## src/kli_pkg.sv

```systemverilog
// kli_pkg: shared types and constants of the keyframe linear interpolator
// no dependencies; used by the interfaces, the controller, the datapath and the top level
package kli_pkg;

   localparam int unsigned MaxKeysDefault = 256;
   localparam int unsigned TimeWidth = 32;
   localparam int unsigned ValueWidth = 32;
   localparam int unsigned CountWidth = 9;
   localparam int unsigned FrameWidth = 8;
   localparam int unsigned BlendWidth = 17;
   localparam int unsigned FracBits = 16;
   localparam int unsigned CsrIndexWidth = 2;
   localparam int unsigned CsrDataWidth = 32;
   localparam int unsigned NumComps = 3;

   localparam logic [BlendWidth-1:0] BlendOne = BlendWidth'(1 << FracBits);

   // register indexes of the configuration port
   typedef enum logic [CsrIndexWidth-1:0] {
      CSR_START_TIME = 2'd0,
      CSR_END_TIME   = 2'd1,
      CSR_KEY_COUNT  = 2'd2
   } csr_index_type;

   // request actions
   typedef enum logic {
      ACT_LOAD   = 1'b0,
      ACT_SAMPLE = 1'b1
   } action_type;

   // controller states
   typedef enum logic [3:0] {
      ST_IDLE,
      ST_CLASS,
      ST_RD_A,
      ST_RD_B,
      ST_CMP,
      ST_DIV,
      ST_V0,
      ST_V1,
      ST_DIFF,
      ST_MUL,
      ST_ACC,
      ST_EMIT
   } state_type;

   // commands from controller to datapath
   typedef struct packed {
      logic load;
      logic start;
      logic seg_zero;
      logic seg_last;
      logic search_init;
      logic rd_hi;
      logic grab_ta;
      logic step;
      logic found;
      logic div_step;
      logic val_hi;
      logic grab_v0;
      logic diff;
      logic mul;
      logic acc;
      logic emit;
   } cmd_type;

   // status from datapath to controller
   typedef struct packed {
      logic n_lt2;
      logic t_lt_start;
      logic t_gt_end;
      logic more;
      logic hit;
      logic div_last;
      logic comp_last;
   } status_type;

endpackage

```

## src/kli_ctrl.sv

```systemverilog
// kli_ctrl: controller state machine of the interpolator
// depends on kli_pkg; drives the datapath by cmd_type and reads status_type
module kli_ctrl (
   input  logic                 clock,
   input  logic                 reset,
   input  logic                 req_valid,
   input  logic                 req_action,
   output logic                 req_ready,
   output logic                 rsp_valid,
   input  logic                 rsp_ready,
   output kli_pkg::cmd_type     cmd,
   input  kli_pkg::status_type  status
);
   import kli_pkg::*;

   state_type state_ff, state_in;
   logic rsp_valid_ff, rsp_valid_in;
   logic out_free;
   logic req_acc;

   assign req_ready = (state_ff == ST_IDLE);
   assign req_acc = req_valid && req_ready;
   assign rsp_valid = rsp_valid_ff;
   assign out_free = !rsp_valid_ff || rsp_ready;

   // state and output word valid
   always_ff @(posedge clock) begin
      if (reset) begin
         state_ff <= ST_IDLE;
         rsp_valid_ff <= 1'b0;
      end else begin
         state_ff <= state_in;
         rsp_valid_ff <= rsp_valid_in;
      end
   end

   // next state and commands
   always_comb begin
      state_in = state_ff;
      cmd = '0;
      rsp_valid_in = rsp_valid_ff && !rsp_ready;
      unique case (state_ff)
         ST_IDLE: begin
            if (req_acc) begin
               if (req_action == ACT_SAMPLE) begin
                  cmd.start = 1'b1;
                  state_in = ST_CLASS;
               end else begin
                  cmd.load = 1'b1;
               end
            end
         end
         ST_CLASS: begin
            if (status.n_lt2 || status.t_lt_start) begin
               cmd.seg_zero = 1'b1;
               state_in = ST_V0;
            end else if (status.t_gt_end) begin
               cmd.seg_last = 1'b1;
               state_in = ST_V0;
            end else begin
               cmd.search_init = 1'b1;
               state_in = ST_RD_A;
            end
         end
         ST_RD_A: begin
            if (status.more) begin
               state_in = ST_RD_B;
            end else begin
               cmd.seg_last = 1'b1;
               state_in = ST_V0;
            end
         end
         ST_RD_B: begin
            cmd.grab_ta = 1'b1;
            cmd.rd_hi = 1'b1;
            state_in = ST_CMP;
         end
         ST_CMP: begin
            if (status.hit) begin
               cmd.found = 1'b1;
               state_in = ST_DIV;
            end else begin
               cmd.step = 1'b1;
               state_in = ST_RD_A;
            end
         end
         ST_DIV: begin
            cmd.div_step = 1'b1;
            if (status.div_last) begin
               state_in = ST_V0;
            end
         end
         ST_V0: begin
            state_in = ST_V1;
         end
         ST_V1: begin
            cmd.grab_v0 = 1'b1;
            cmd.val_hi = 1'b1;
            state_in = ST_DIFF;
         end
         ST_DIFF: begin
            cmd.diff = 1'b1;
            state_in = ST_MUL;
         end
         ST_MUL: begin
            cmd.mul = 1'b1;
            state_in = ST_ACC;
         end
         ST_ACC: begin
            cmd.acc = 1'b1;
            state_in = status.comp_last ? ST_EMIT : ST_MUL;
         end
         ST_EMIT: begin
            if (out_free) begin
               cmd.emit = 1'b1;
               rsp_valid_in = 1'b1;
               state_in = ST_IDLE;
            end
         end
         default: begin
            state_in = ST_IDLE;
         end
      endcase
   end

endmodule

```

## config.mk

```make
export PLATFORM = sky130hd
export DESIGN_NAME = kli_ctrl
export DESIGN_NICKNAME = d
export VERILOG_FILES = /design/src/kli_pkg.sv /design/src/kli_ctrl.sv
export SDC_FILE = /design/constraint.sdc
export NUM_CORES = 1
export LEC_CHECK = 0
export ABC_AREA = 1
export BUFFER_PORTS_ARGS = -buffer_cell sky130_fd_sc_hd__buf_4
export CAP_MARGIN = 20
export CORE_MARGIN = 1.5
export CORE_UTILIZATION = 37
export DETAILED_ROUTE_END_ITERATION = 12
export PLACE_DENSITY = 0.73
export SYNTH_ARGS = -nofsm -noshare
export SYNTH_HDL_FRONTEND = slang
export SYNTH_SLANG_ARGS = --single-unit
```

## constraint.sdc

```tcl
create_clock -name clock -period 1.05 [get_ports clock]
set_input_delay 0.1575 -clock clock [delete_from_list [all_inputs] [get_ports clock]]
set_output_delay 0.1575 -clock clock [all_outputs]
set_load 0.005 [all_outputs]
```

==> run metrics, run 1 <==
outcome=complete, but fails checks; violations in the final reports=setup timing; synthesized flop and latch total=5; placed cell area=783 sq um; period utilization=152%; most frequent cells in the layout=buf_4 (43), nor2_1 (12), nor2_4 (11), nand2_1 (11); critical path class=flip-flop to output port; row count=12; yosys warns=0; fill count=46; H-tree lvl count=1; area of the mapped netlist=just under 500 sq um; max_cap viols=0; average vias per placed instance=5.69; Highest Clock Rate=627 MHz; Final Cell Area=1080 sq um; Tmin final=roughly 1600 ps; Slew headroom=between 70% and 80%; Syn Area/Cell=5.70 sq um; dominant cells by area after synthesis=dfxtp_1 (20%), nor2_1 (15%), nand2_1 (13%); fin worst setup slack=-544 ps; RSZ-0062 raised after global routing=yes; leading area contributor after synthesis=dfxtp_1; sequential element share of the synthesized area=20.4%; DR iter-0 viols=between 40 and 50; Pre-Repair DR Iteration Count=4; synth-to-layout area growth=121%; nets=153; final setup violation count=22; Non-Filler Instances=154; Worst-path clk slew=50 ps; Multi-input gate area=439 sq um; first-pass GRT wire length=3500 um; dpl cells=135; CP Capture Type=output port; largest net degree at the start of global routing=6; Startpoint Class=flip-flop; Reg area=115 sq um; reg2reg path depth=8; setup slack, reg-to-reg=-390 ps; sw frac=between 40% and 50%; GPL Wtd Cong=0.868; wirelength, routed=3060 um; clk_lat worst skew=260 ps; Antenna diodes=0; commonest non-fill, non-tap cell in the layout=buf_4; Routed Antenna Nets=0; Worst EP arrival=1440 ps; setup_tns=-7040 ps; Flop pwr share=15.2%; worst slew pin tran=about 330 ps; DR WL/cell=between 15 and 20 um; post-synthesis cell type count=16; worst r2r src=state_ff[0]; Critical Path RT=between 800 and 900 ps; clock network power share=between 10% and 20%; leakage=0.536 nW; gr usage total=35.8%; Worst Hold Class=primary input to flip-flop; max-slew violation count=0; number of I/O pins=30; Die Y=39.4 um; Peak VDD IR=0.00146 V; logic gate share of total power=74.0%; CTS sink cnt=5; initial antenna violation count=0; P per Cell Area=2120 nW/um^2; hold_sp=reset; CORE AREA=1170 sq um; hold path cells=2; DRC errors left=0; Worst Hold End=state_ff[3]; vias in the first global route=758; Initial Util=a little over two fifths; CTS max path bufs=2; crit-path max FO=4; TritonCTS clock tree=done; I/O Buffers=29; grt ovf=0; detailed placement HPWL=1240 um; share of cells above drive strength 1=73.6%; Hold Fails Final Rpt=0; worst flop-to-flop path endpoint=state_ff[2]; Vias=between 800 and 900; Syn Inst Count=86; post-synthesis net count=between 90 and 100; P_int=1.18 mW; Psw=approximately 1.1 mW; Die W=39.4 um; Yosys top cell area share=20.4%; TritonCTS buffer count=3; full die area=roughly 1600 sq um; Worst Clk Skew=between 7 and 8 ps; root buf cell=clkbuf_4
==> logic make-up (layout without fill, tap and decap cells) <==
family                 Yosys count  in the layout  synth area share, %
AO/OA/AOI/OAI                   10             10                 12.2
AND/OR/NAND/NOR                 54             54                 52.8
flip-flops                       5              5                 20.4
buffers and inverters           17             71                 14.5
==> metal layers <==
metal	track usage (%)	share of wire, %	vias up
met3	5.68	9.9	22
li1	-	-	376
met2	69.3	46	72
met5	0	0	-
met4	14.7	5.9	0
met1	36.8	38	407
==> worst max path at each step <==
stage | startpoint | end | slack [ps] | cells past startpoint
6_report | state_ff[3] | cmd[15] | -540 | 6
5_1_grt | state_ff[2] | cmd[15] | -570 | 6
4_1_cts | state_ff[3] | cmd[13] | -320 | 6
3_5_place_dp | state_ff[3] | state_ff[2] | -280 | 6
3_3_place_gp | state_ff[3] | state_ff[2] | -200 | 6
2_1_floorplan | state_ff[3] | cmd[15] | -30 | 5
==> worst max-delay path: stages, from the launching register on <==
cell	delay [ps]
dfxtp_4	380
nor2_4	150
inv_2	90
nor2_2	120
nand2_1	90
nor2_1	190
buf_4	160
==> synthesized netlist by cell type (all sizes together) <==
library cell,n
a21oi,8
nand3b,1
nor2,25
nand3,3
nor3,3
inv,15
dfxtp,5
buf,2
a31o,1
o211ai,1
nand2,22
==> power groups by stage <==
stage               clock network (mW)  registers, mW  logic, mW
floorplan                            0          0.288      0.586
finish                           0.250          0.348       1.70
global placement                     0          0.290       1.01
detailed placement                   0          0.291       1.03
global route                     0.265          0.349       1.79
CTS                              0.232          0.341       1.36
==> registers in the layout, summed over array words and instances (netlist names) <==
signal / count
state_ff: 4
rsp_valid: 1
==> what timing repair did <==
item | in CTS | in global routing
setup endpoints to repair | 21 | 22
pin swaps | 13 | 7
hold buffers | 0 | 0
buffers inserted | 10 | 5
gates resized for setup | 40 | 14
==> final cells by class <==
class,instances,share of cell area (%)
well taps,14,1.62
inverters,15,5.66
repair buffers,52,39.1
clock buffers,4,2.42
multi-input cells,64,40.5
flip-flops and latches,5,10.6
==> per-stage QoR <==
stage	utilization, %	total power [mW]	setup WS, ps	hold WS, ps
floorplan	-	0.875	-26.7	220
global placement	66.9	1.30	-205	353
detailed placement	66.9	1.32	-282	357
CTS	85.0	1.93	-316	103
global route	92.5	2.40	-567	98.5
finish	92.5	2.30	-544	96.7
Note: power is estimated with default switching activity, not from simulation.
==> inputs of run 2 (changes only) <==
--- a/config.mk
+++ b/config.mk
@@ -11,7 +11,9 @@
 export CORE_MARGIN = 1.5
 export CORE_UTILIZATION = 37
 export DETAILED_ROUTE_END_ITERATION = 12
+export GPL_TIMING_DRIVEN = 0
 export PLACE_DENSITY = 0.73
+export SLEW_MARGIN = 40
 export SYNTH_ARGS = -nofsm -noshare
 export SYNTH_HDL_FRONTEND = slang
 export SYNTH_SLANG_ARGS = --single-unit
==> run 2 against run 1 <==
- the run still ends with setup timing left
- non-clock buffer count shrank 13
- critical path depth is the same
- sequential power grew 1%
- global-route usage shrank 14 points
- flip-flop and latch count is the same
- sequential share of layout area grew 1.8 points
- critical endpoint is now cmd[10]
- largest cell class unchanged
==> run metrics, run 2 (synthesis results as in run 1) <==
CTS sink cnt=5 (unchanged); TritonCTS buffer count=3 (unchanged); fill count=86 (+87%); clk_lat worst skew=240 ps (-20 ps); grt ovf=0 (unchanged); CP Launch Point=state_ff[3]; Routed Antenna Nets=0 (unchanged); CTS max path bufs=2 (unchanged); Slew headroom=84.0% (+5.8 points); synth-to-layout area growth=89.0%; P_int=0.992 mW (-16%); Reg area=115 sq um (unchanged); commonest non-fill, non-tap cell in the layout=buf_4; Flop pwr share=19.0% (+3.8 points); share of cells above drive strength 1=66.1% (-7.4 points); CORE AREA=1170 sq um (unchanged); Startpoint Class=flip-flop; violations in the final reports=setup timing; gr usage total=21.3% (-14 points); Antenna diodes=0 (unchanged); row count=12 (unchanged); largest net degree at the start of global routing=6 (unchanged); vias in the first global route=576 (-24%); worst r2r src=state_ff[2]; Worst Clk Skew=2.54 ps (-4.68 ps); most frequent cells in the layout=buf_4 (36), nand2_1 (14), nor2_1 (12); max-slew violation count=0 (unchanged); reg2reg path depth=8 (unchanged); setup_tns=-5080 ps (+1970 ps); dpl ws=-218 ps (+63.3 ps); crit-path max FO=5 (+1); P per Cell Area=2000 nW/um^2 (-5.8%); Vias=686 (-22%); outcome=complete, but fails checks; hold_sp=reset; Non-Filler Instances=141 (-8.4%); detailed placement HPWL=1060 um (-14%); Worst-path clk slew=40 ps (about the same); wirelength, routed=1720 um (-44%); Tmin final=1410 ps (-181 ps); CP Cell Sequence=nor2_4 -> buf_4 -> nand2_1 -> inv_2 -> buf_4 -> buf_4; WP depth=6 (unchanged); nets=140 (-8.5%); Top reg by flops=state_ff; max reg flops=4 (unchanged); Worst EP arrival=1260 ps (-180 ps); DR WL/cell=12.2 um (-39%); Die Y=39.4 um (unchanged); setup slack, reg-to-reg=-170 ps (+220 ps); Buf/Inv on CP=4 (+2); Critical Path RT=890 ps (about the same); RSZ-0062 raised after global routing=yes; Hold Fails Final Rpt=0 (unchanged); critical path's largest stage delay=380 ps (about the same); Die W=39.4 um (unchanged); slowest stage cell on the critical path=dfxtp_4; root buf cell=clkbuf_4; critical path class=flip-flop to output port; Worst Hold Class=primary input to flip-flop; average vias per placed instance=4.87 (-15%); logic gate share of total power=69.2% (-4.8 points); dpl cells=129 (-4.4%); H-tree lvl count=1 (unchanged); max_cap viols=0 (unchanged); fin worst setup slack=-363 ps (+181 ps); Highest Clock Rate=708 MHz (+13%); DRC errors left=0 (unchanged); I/O Buffers=29 (unchanged); leakage=0.489 nW (-8.9%); Worst Hold End=state_ff[1]; Psw=0.862 mW (-23%); number of I/O pins=30 (unchanged); GPL Wtd Cong=0.906 (+4.4%); full die area=1550 sq um (unchanged); final setup violation count=21 (-4.5%); Initial Util=41.9% (unchanged); sw frac=46.5% (-2.3 points); Pre-Repair DR Iteration Count=4 (unchanged); worst flop-to-flop path endpoint=state_ff[0]; worst slew pin tran=239 ps (-86.2 ps); clock network power share=11.7% (+0.8 points); period utilization=135% (-17 points); Peak VDD IR=0.00134 V (-8.4%); Total Power=1.85 mW (-19%); DR iter-0 viols=12 (-73%); Top delay family on crit path=buffers and inverters; CP Capture Type=output port; first-pass GRT wire length=2260 um (-35%); Multi-input gate area=400 sq um (-8.8%); TritonCTS clock tree=done; hold path cells=2 (unchanged); Top cell by count, worst path=buf_4; initial antenna violation count=0 (unchanged)
run 2: changes by cell type in the layout (fill, tap and decap cells not counted), sizes merged:
cell  previous run  this run
buf             52        39
run 2: through the flow:
stage,area [sq um],hold WS [ps],util [%]
3_5_place_dp,738,353,63.0
5_1_grt,927,96.2,79.2
4_1_cts,843,92.6,72.0
2_1_floorplan,503,220,-
6_report,927,101,79.2
3_3_place_gp,738,358,63.0
run 2: area by class of cell:
type,count,share of cell area [%]
Multi-Input combinational cell,64,43.2
Timing Repair Buffer,37,31.2
Sequential cell,5,12.4
Inverter,15,6.88
Clock buffer,4,2.83
Tap cell,14,1.89
Buffer,2,1.62
run 2: worst max-delay path by stage:
stage / endpoint / slack, ps
final: cmd[10] / -360
after global routing: cmd[12] / -420
after CTS: cmd[12] / -320
after detailed placement: cmd[12] / -220
after global placement: cmd[11] / -220
after floorplan: cmd[15] / -30
run 2: what timing repair did:
item	CTS	global route
endpoints found under the setup margin	21	21
gates resized for setup	26	15
buffers inserted	3	6
pin swaps	3	3
hold buffers	0	0
run 2: metal layers:
metal	part of all wire (%)	global-route usage (%)	vias to the layer above
li1	-	-	349
met1	42	27.0	304
met2	51	35.7	27
met3	4.7	2.84	6
met4	2.1	8.62	0
met5	0	0	-
run 2: power by group through the flow:
stage,registers [mW],logic [mW],clock network [mW]
after detailed placement,0.305,0.859,0
final,0.353,1.28,0.218
after floorplan,0.288,0.586,0
after global placement,0.304,0.856,0
after global routing,0.361,1.39,0.234
after CTS,0.343,1.01,0.226
==> inputs of run 3 (changes only) <==
==> config.mk (replaced) <==
export PLATFORM = sky130hd
export DESIGN_NAME = kli_ctrl
export DESIGN_NICKNAME = d
export VERILOG_FILES = /design/src/kli_pkg.sv /design/src/kli_ctrl.sv
export SDC_FILE = /design/constraint.sdc
export NUM_CORES = 1
export LEC_CHECK = 0
export ABC_AREA = 1
export CAP_MARGIN = 20
export CORE_AREA = 2 2 39 41
export DETAILED_ROUTE_END_ITERATION = 12
export DIE_AREA = 0 0 41 43
export DONT_BUFFER_PORTS = 1
export GPL_TIMING_DRIVEN = 0
export SLEW_MARGIN = 15
export SYNTH_ARGS = -nofsm -noshare
export SYNTH_HDL_FRONTEND = slang
export SYNTH_SLANG_ARGS = --single-unit
==> run 3 against run 2 <==
- utilization decreased by 26 points
- via count down 18%
- global-route usage fell by 4.0 points
- the run still ends with setup timing left
- first-iteration DRC count shrank 33%
- clock power decreased by 4%
- sequential power up 3%
==> run metrics, run 3 (synthesis results as in run 1) <==
outcome=complete, but fails checks; violations in the final reports=setup timing; Peak VDD IR=0.000811 V (-39%); reg2reg path depth=9 (+1); hold path cells=5 (+3); DR iter-0 viols=8 (-4); Psw=0.813 mW (-5.7%); I/O Buffers=0 (-100%); wirelength, routed=1360 um (-21%); largest net degree at the start of global routing=6 (unchanged); Die Y=43 um (+9.1%); share of cells above drive strength 1=63.2% (-3.0 points); max-slew violation count=0 (unchanged); sw frac=51.2% (+4.7 points); P_int=0.775 mW (-22%); logic gate share of total power=63.9% (-5.3 points); clk_lat worst skew=230 ps (about the same); Reg area=115 sq um (unchanged); Non-Filler Instances=111 (-21%); period utilization=124% (-11 points); CTS max path bufs=2 (unchanged); H-tree lvl count=1 (unchanged); Worst EP arrival=1140 ps (-120 ps); P per Cell Area=2180 nW/um^2 (+8.8%); worst hold slack=244 ps (+142 ps); worst r2r src=state_ff[1]; Tmin final=1300 ps (-115 ps); RSZ-0062 raised after global routing=yes; slowest stage cell on the critical path=dfxtp_4; DR WL/cell=12.3 um (+0.78%); first-pass GRT wire length=2080 um (-8.0%); number of I/O pins=30 (unchanged); fin worst setup slack=-248 ps (+115 ps); DRC errors left=0 (unchanged); setup slack, reg-to-reg=-130 ps (+40 ps); Critical Path RT=890 ps (about the same); CP Capture Type=output port; Pre-Repair DR Iteration Count=4 (unchanged); CORE AREA=1380 sq um (+18%); max_cap viols=0 (unchanged); crit-path max FO=4 (-1); fill count=138 (+60%); Top reg by flops=state_ff; worst flop-to-flop path endpoint=state_ff[1]; max reg flops=4 (unchanged); WP depth=4 (-2); commonest non-fill, non-tap cell in the layout=nand2_1; Highest Clock Rate=770 MHz (+8.9%); Startpoint Class=flip-flop; critical path class=flip-flop to output port; average vias per placed instance=5.06 (+4.1%); Buf/Inv on CP=1 (-3); dpl cells=102 (-21%); Flop pwr share=22.9% (+3.9 points); Worst Hold Class=primary input to flip-flop; CP Cell Sequence=nor2_4 -> inv_4 -> nor2_4 -> a31o_2; detailed placement HPWL=922 um (-13%); grt ovf=0 (unchanged); final setup violation count=21 (unchanged); Top cell by count, worst path=nor2_4; TritonCTS clock tree=done; nets=108 (-23%); Worst Hold End=state_ff[1]; Vias=562 (-18%); row count=14 (+2); gr usage total=17.3% (-4.0 points); dpl ws=-166 ps (+52.8 ps); full die area=1760 sq um (+14%); clock network power share=13.2% (+1.5 points); initial antenna violation count=0 (unchanged); Final Cell Area=729 sq um (-21%); Worst Clk Skew=1.02 ps (-1.52 ps); Die W=41 um (+4.0%); Initial Util=35.4% (-6.4 points); Antenna diodes=0 (unchanged); TritonCTS buffer count=3 (unchanged); Slew headroom=80.5% (-3.5 points); leakage=0.300 nW (-39%); GPL Wtd Cong=0.788 (-13%); Hold Fails Final Rpt=0 (unchanged); Routed Antenna Nets=0 (unchanged); critical path's largest stage delay=360 ps (-20 ps); Worst-path clk slew=40 ps (about the same); Top delay family on crit path=flip-flops; hold_sp=status[2]; most frequent cells in the layout=nand2_1 (12), nor2_4 (10), nand2_2 (8), inv_2 (8), nor2_1 (8); worst slew pin tran=292 ps (+52.7 ps); Multi-input gate area=435 sq um (+8.8%); root buf cell=clkbuf_4; synth-to-layout area growth=48.7%; placed cell area=523 sq um (-29%); vias in the first global route=527 (-8.5%); final core utilization=52.7% (-26 points); CTS sink cnt=5 (unchanged)
run 3: metal layers:
| metal | part of all wire (%) | up-vias | wire length, um | global-route usage (%) |
|---|---|---|---|---|
| met3 | 6.1 | 0 | 83 | 3.14 |
| met4 | 0 | 0 | 0 | 8.00 |
| met2 | 57 | 21 | 773 | 30.6 |
| met1 | 37 | 258 | 506 | 18.1 |
| li1 | - | 283 | - | - |
| met5 | 0 | - | 0 | 0 |
run 3: tightest hold or removal path, delay by kind of cell:
kind             cells  cell delay, ps
AND/OR/NAND/NOR      4             220
AO/OA/AOI/OAI        1              40
run 3: how the worst max path moves through the flow:
stage                     slack, ps   startpoint     endpoint
final                          -250  state_ff[3]      cmd[12]
after CTS                      -240  state_ff[3]      cmd[12]
after global routing           -310  state_ff[3]      cmd[11]
after global placement         -170  state_ff[3]      cmd[15]
after floorplan                 -30  state_ff[3]      cmd[15]
after detailed placement       -170  state_ff[2]  state_ff[0]
run 3: power by group through the flow:
stage	sequential [mW]	clock [mW]	combinational, mW
floorplan	0.288	0	0.586
global placement	0.301	0	0.685
detailed placement	0.304	0	0.688
CTS	0.353	0.220	0.915
global route	0.369	0.252	1.10
finish	0.364	0.209	1.01
run 3: through the flow:
step / power (mW) / TNS (ps)
3_3_place_gp: 0.986 / -1180
6_report: 1.59 / -2620
2_1_floorplan: 0.875 / -48.4
3_5_place_dp: 0.992 / -1270
4_1_cts: 1.49 / -2900
5_1_grt: 1.72 / -3960
run 3: area by class of cell:
type | instances | area share, %
buffer | 2 | 2.57
sequential | 5 | 15.8
multi-input combinational | 64 | 59.7
clock buffer | 4 | 3.60
tap | 16 | 2.74
inverter | 15 | 9.09
timing repair buffer | 5 | 6.52
run 3: what timing repair did:
| item | in CTS | in global routing |
|---|---|---|
| gates resized for setup | 38 | 14 |
| buffers inserted | 3 | 1 |
| setup endpoints to repair | 21 | 21 |
| pin swaps | 10 | 5 |
| hold buffers | 1 | 0 |
| endpoints found under the hold margin | 5 | 0 |
